### src/design/sphere_frustum_distance_cull_core_macros.svh
// Assertion macros for the sphere frustum and distance cull core.
`ifndef SPHERE_FRUSTUM_DISTANCE_CULL_CORE_MACROS_SVH
`define SPHERE_FRUSTUM_DISTANCE_CULL_CORE_MACROS_SVH
`ifndef SYNTHESIS
// Same-cycle implication, sampled on clk, off during reset.
`define SFDC_ASSERT_IMPL(lbl, ante, cons) \
    lbl: assert property (@(posedge clk) disable iff (!rst_n) (ante) |-> (cons)) \
        else $error("sfdc assertion failed");
// Next-cycle implication, sampled on clk, off during reset.
`define SFDC_ASSERT_NEXT(lbl, ante, cons) \
    lbl: assert property (@(posedge clk) disable iff (!rst_n) (ante) |=> (cons)) \
        else $error("sfdc assertion failed");
`else
`define SFDC_ASSERT_IMPL(lbl, ante, cons)
`define SFDC_ASSERT_NEXT(lbl, ante, cons)
`endif
`endif

### src/design/sfdc_pkg.sv
// Shared constants and widths for the sphere frustum and distance cull core.
`default_nettype none
package sfdc_pkg;

    localparam int COORD_BITS  = 16;
    localparam int INDEX_BITS  = 16;
    localparam int OUT_INDEX_BITS = 16;
    localparam int RADIUS_BITS = COORD_BITS - 1;
    localparam int LANE_BITS   = 16;
    localparam int NUM_PLANES  = 6;
    localparam int NORMAL_FRAC = 14;

    localparam int CFG_IDX_BITS  = 3;
    localparam int CFG_DATA_BITS = 64;
    localparam int PLANE_BITS    = 64;
    localparam int CAMERA_BITS   = 48;
    localparam int CONTROL_BITS  = 18;
    localparam int DRAW_BITS     = 16;

    localparam logic [CONTROL_BITS-1:0] CONTROL_RESET = 18'h20000;
    localparam int CTRL_DIST_EN_BIT    = 16;
    localparam int CTRL_FRUSTUM_EN_BIT = 17;

    // register indexes
    localparam logic [CFG_IDX_BITS-1:0] REG_PLANE_LEFT   = 3'd0;
    localparam logic [CFG_IDX_BITS-1:0] REG_PLANE_RIGHT  = 3'd1;
    localparam logic [CFG_IDX_BITS-1:0] REG_PLANE_BOTTOM = 3'd2;
    localparam logic [CFG_IDX_BITS-1:0] REG_PLANE_TOP    = 3'd3;
    localparam logic [CFG_IDX_BITS-1:0] REG_PLANE_NEAR   = 3'd4;
    localparam logic [CFG_IDX_BITS-1:0] REG_PLANE_FAR    = 3'd5;
    localparam logic [CFG_IDX_BITS-1:0] REG_CAMERA       = 3'd6;
    localparam logic [CFG_IDX_BITS-1:0] REG_CONTROL      = 3'd7;

    // distance path widths
    localparam int WIDE_IN_BITS = (COORD_BITS > LANE_BITS) ? COORD_BITS : LANE_BITS;
    localparam int DIFF_BITS    = WIDE_IN_BITS + 1;
    localparam int SQ_BITS      = 2 * WIDE_IN_BITS;
    localparam int SUM_BITS     = SQ_BITS + 2;
    localparam int LIM_BITS     = ((DRAW_BITS > RADIUS_BITS) ? DRAW_BITS : RADIUS_BITS) + 1;
    localparam int LIM2_BITS    = 2 * LIM_BITS;
    localparam int CMP_BITS     = (SUM_BITS > LIM2_BITS) ? SUM_BITS : LIM2_BITS;

    // plane path widths
    localparam int PROD_BITS = LANE_BITS + COORD_BITS;
    localparam int BASE_BITS = ((LANE_BITS > COORD_BITS) ? LANE_BITS : COORD_BITS)
                               + NORMAL_FRAC + 1;
    localparam int DOT_BITS  = ((PROD_BITS > BASE_BITS) ? PROD_BITS : BASE_BITS) + 2;

endpackage
`default_nettype wire

### src/design/sfdc_plane_dot.sv
// One frustum plane: two-stage signed distance plus radius, sign flags a cull.
`default_nettype none
module sfdc_plane_dot (
    input  logic                                 clk,
    input  logic [sfdc_pkg::PLANE_BITS-1:0]      plane,
    input  logic signed [sfdc_pkg::COORD_BITS-1:0] cx,
    input  logic signed [sfdc_pkg::COORD_BITS-1:0] cy,
    input  logic signed [sfdc_pkg::COORD_BITS-1:0] cz,
    input  logic [sfdc_pkg::RADIUS_BITS-1:0]     radius,
    output logic                                 outside
);
    import sfdc_pkg::*;

    logic signed [LANE_BITS-1:0] nx, ny, nz, w;
    logic signed [PROD_BITS-1:0] px_reg, py_reg, pz_reg, px_next, py_next, pz_next;
    logic signed [BASE_BITS-1:0] base_reg, base_next;
    logic signed [DOT_BITS-1:0]  sum_reg, sum_next;

    assign nx = signed'(plane[0*LANE_BITS +: LANE_BITS]);
    assign ny = signed'(plane[1*LANE_BITS +: LANE_BITS]);
    assign nz = signed'(plane[2*LANE_BITS +: LANE_BITS]);
    assign w  = signed'(plane[3*LANE_BITS +: LANE_BITS]);

    // stage B: three products, offset and radius folded into one term
    always_comb
    begin
        px_next   = PROD_BITS'(nx) * PROD_BITS'(cx);
        py_next   = PROD_BITS'(ny) * PROD_BITS'(cy);
        pz_next   = PROD_BITS'(nz) * PROD_BITS'(cz);
        base_next = (BASE_BITS'(w) <<< NORMAL_FRAC)
                  + (BASE_BITS'(signed'({1'b0, radius})) <<< NORMAL_FRAC);
    end

    // stage C: dist + r*2^14, negative means fully outside
    always_comb
    begin
        sum_next = DOT_BITS'(px_reg) + DOT_BITS'(py_reg) + DOT_BITS'(pz_reg)
                 + DOT_BITS'(base_reg);
    end

    always_ff @(posedge clk)
    begin
        px_reg   <= px_next;
        py_reg   <= py_next;
        pz_reg   <= pz_next;
        base_reg <= base_next;
        sum_reg  <= sum_next;
    end

    assign outside = sum_reg[DOT_BITS-1];

endmodule
`default_nettype wire

### config.mk
export PLATFORM = sky130hd
export DESIGN_NAME = sfdc_plane_dot
export DESIGN_NICKNAME = d
export VERILOG_FILES = /design/src/design/sphere_frustum_distance_cull_core_macros.svh /design/src/design/sfdc_pkg.sv /design/src/design/sfdc_plane_dot.sv
export SDC_FILE = /design/constraint.sdc
export NUM_CORES = 2
export LEC_CHECK = 0
export BUFFER_PORTS_ARGS = -buffer_cell sky130_fd_sc_hd__buf_4
export CORE_ASPECT_RATIO = 1.25
export CORE_UTILIZATION = 45
export CTS_BUF_LIST = sky130_fd_sc_hd__clkbuf_2 sky130_fd_sc_hd__clkbuf_4 sky130_fd_sc_hd__clkbuf_8
export CTS_CLUSTER_DIAMETER = 120
export DETAILED_ROUTE_END_ITERATION = 8
export GPL_ROUTABILITY_DRIVEN = 0
export PLACE_DENSITY_LB_ADDON = 0.25
export SLEW_MARGIN = 10
export SYNTH_ARGS = -nofsm -noshare
export SYNTH_HDL_FRONTEND = slang
export SYNTH_SLANG_ARGS = --single-unit
### constraint.sdc
create_clock -name clk -period 6.85 [get_ports clk]
set_clock_uncertainty 0.1 [all_clocks]
set_input_delay 1.37 -clock clk [delete_from_list [all_inputs] [get_ports clk]]
set_output_delay 1.37 -clock clk [all_outputs]
set_load 0.05 [all_outputs]
==> flow_summary_export.csv <==
group,metric,value,unit
outcome,outcome,"completed",
detailed_routing,drtAntennaViolNets,0,
detailed_routing,met3_length,2160,um
floorplan,ios,129,
logic_synthesis,syn-num-nets,4862,
critical_path,r2r-start,"py_reg[31]$_DFF_P_",
clock_network,cts_tree,"built",
sta,rsz0062_at_grt,"no",
sta,drv_slew,0,
clock_network,post_cts_buffers,0,
clock_network,cts_buffer_depth,2,
clock_network,clock-sinks,114,
logic_synthesis,ys_ff_latch,114,
sta,slew_headroom,59.8,%
critical_path,critPathSlowestCell,"fa_1",
critical_path,ff2ff_path_depth,12,
flow_run,cap_violations,0,
clock_network,root_buffer,"clkbuf_8",
sta,tightest_slew,598,ps
detailed_routing,wl_per_cell,15.6,um
detailed_routing,routed_wl,77900,um
detailed_routing,drt_iter0_drc,994,
floorplan,start_util,45.7,%
placement,post_dp_cell_area,39200,um2
logic_synthesis,synthCells,3593,
floorplan,die_x,249,um
critical_path,worstPathArrival,6890,ps
global_route,grt_max_degree,17,
placement,dp_hpwl,71000,um
finish,syn2layout_area_growth,15.3,%
finish,fin_nets,5287,
sta,post-route-period-util,96.5,%
critical_path,slowest_delay,550,ps
critical_path,rr_endpoint,"sum_reg[33]$_DFF_P_",
clock_network,clk_latency,450,ps
logic_synthesis,syn_area,34300,um2
detailed_routing,routed_via_density,4.91,
detailed_routing,firstDrtPassIters,5,
critical_path,critical_path.most_common_cell,"fa_1",
clock_network,clkTransAtPathRegs,90,ps
critical_path,path_class,"in -> reg",
logic_synthesis,async_reset_ff_share,0,%
clock_network,hold_buffers,0,
clock_network,cts-htree-levels,4,
detailed_routing,wl_met1,32600,um
detailed_routing,vias,24600,
critical_path,critPathMaxFanout,7,
global_route,grt_pass1_wl,133000,um
detailed_routing,route.met2.wl,41000,um
logic_synthesis,synth.avg_cell_area,9.55,um2
critical_path,worstSetupEndpointType,"flip-flop",
floorplan,rows,112,
critical_path,reg2reg_slack,3220,ps
detailed_routing,highest_layer,"met5",
placement,io_buffers,128,
hold_path,hold_path_class,"reg -> reg",
logic_synthesis,synth_edf_count,0,
detailed_routing,drc_errors,0,
global_route,antenna_found_initial,2,
global_route,grt_usage,21.4,%
logic_synthesis,synth_area_leaders,"fa_1 49%, ha_1 11%, inv_1 9.6%",
critical_path,setup.worst_path.end,"py_reg[28]$_DFF_P_",
floorplan,die_h,311,um
finish,fillers,7032,
global_route,grt_pass1_vias,27000,
hold_path,hold_depth,4,
sta,setup_viol,0,
critical_path,critPathLaunchType,"input port",
logic_synthesis,synth_top_cell_area_share,48.8,%
global_route,globalRouteOverflowTotal,0,
floorplan,die-area,77400,um2
critical_path,crit_path_cell_trace,"buf_4 > and2_1 > fa_1 > inv_1 > fa_1 > fa_1 > inv_1 > fa_1 > fa_1 > inv_1 > fa_1 > inv_1 > ha_1 > a21oi_1 > nand2_1 > a221o_1 > o31ai_4 > a21oi_2 > a21o_1 > a21oi_1 > xnor2_1 > buf_4",
logic_synthesis,yosys_warnings,0,
logic_synthesis,yosysTopAreaCell,"fa_1",
sta,min_period,6610,ps
clock_network,cts_buffers,17,
sta,fmax,151,MHz
floorplan,core_region_area,75100,um2
logic_synthesis,yosysSeqAreaShare,6.65,%
sta,hold_viol_final,0,
finish,drive_gt1_share,14.6,%
logic_synthesis,ys_dominant_reg_cell,"dfxtp_1",
critical_path,startpoint,"plane[30]",
finish,stdcell_area,39600,um2
critical_path,cp.required,7130,ps
logic_synthesis,synthDistinctLibCells,76,
area by class of cell:
type	instances	area (um2)	area share [%]
clock buffer	17	234	0.591
clock inverter	15	138	0.348
antenna	1	2.50	0.00632
multi-input combinational	2497	28500	71.9
timing repair buffer	507	3940	9.97
inverter	881	3310	8.36
tap	969	1210	3.06
sequential	114	2280	5.77
critical path: cells and delay by family:
kind | cells | cell delay [ps]
and+or+nand+nor | 2 | 260
adders and majority gates | 7 | 3320
buffers and inverters | 6 | 520
AOI/OAI and AO/OA | 6 | 1230
xor gates and xnor gates | 1 | 160
cell usage in the layout, fill, tap and decap left out, types with 13 or more instances in the layout:
| cell type | n |
|---|---|
| inv_1 | 880 |
| o21ai_0 | 39 |
| xnor2_1 | 96 |
| o21a_1 | 13 |
| nand3_1 | 13 |
| a211oi_1 | 13 |
| a21o_1 | 32 |
| ha_1 | 300 |
| o211ai_1 | 15 |
| dfxtp_1 | 114 |
| fa_1 | 831 |
| and2_1 | 381 |
| xor2_1 | 19 |
| a21oi_1 | 76 |
| nand2b_1 | 20 |
| clkbuf_8 | 17 |
| o21bai_1 | 14 |
| buf_4 | 496 |
| nand2_1 | 372 |
| nor2_1 | 83 |
| nor3_1 | 24 |
| nor2b_1 | 15 |
worst min path at each step:
stage                                      to            startpoint
final                     sum_reg[33]$_DFF_P_  base_reg[30]$_DFF_P_
after global routing      sum_reg[33]$_DFF_P_  base_reg[30]$_DFF_P_
after detailed placement  sum_reg[33]$_DFF_P_  base_reg[30]$_DFF_P_
after CTS                 sum_reg[33]$_DFF_P_  base_reg[30]$_DFF_P_
after floorplan           sum_reg[33]$_DFF_P_  base_reg[30]$_DFF_P_
after global placement    sum_reg[33]$_DFF_P_  base_reg[30]$_DFF_P_
repair_timing:
item / in CTS / in global routing
gates resized for setup: 0 / 6
hold endpoints to repair: 0 / 0
endpoints found under the setup margin: 0 / 5
metal layers:
layer  GRT usage, %  vias to the layer above
met1           27.3                    12500
met2           39.0                      452
li1               -                    11500
met4           6.07                        2
met5              0                        -
met3           1.31                      119
synth_stat cells (all sizes together) (20+ instances only):
master and count:
a21o 32, a21oi 83, and2 382, clkbuf 100, dfxtp 114, fa 837, ha 304, inv 881
nand2 377, nand2b 20, nor2 83, nor3 25, o21ai 42, xnor2 96
cell families (layout without fill, tap and decap cells):
family	Yosys count	after routing	synth area share, %
adder cells (fa/ha/maj)	1141	1141	59.9
buffers and inverters	982	1420	10.8
AND/OR/NAND/NOR	973	973	14.4
AO/OA/AOI/OAI	266	266	5.28
XOR/XNOR	115	115	2.94
flip-flops	114	114	6.65
multiplexers	2	2	0.0583
other	0	1	0
metrics by stage:
stage | cells | setup WS (ps) | hold slack [ps] | setup TNS (ps) | utilization (%)
floorplan | 3593 | 2.65 | 704 | 0 | -
global placement | 4968 | -194 | 857 | -2580 | 52.2
detailed placement | 4968 | -267 | 880 | -3370 | 52.2
CTS | 5000 | 194 | 906 | 0 | 52.6
global route | 5001 | 6.38 | 972 | 0 | 52.7
finish | 5001 | 238 | 869 | 0 | 52.7
Power is not shown: default switching activity piles up to over one toggle a cycle in this logic, so the estimate is an artifact.
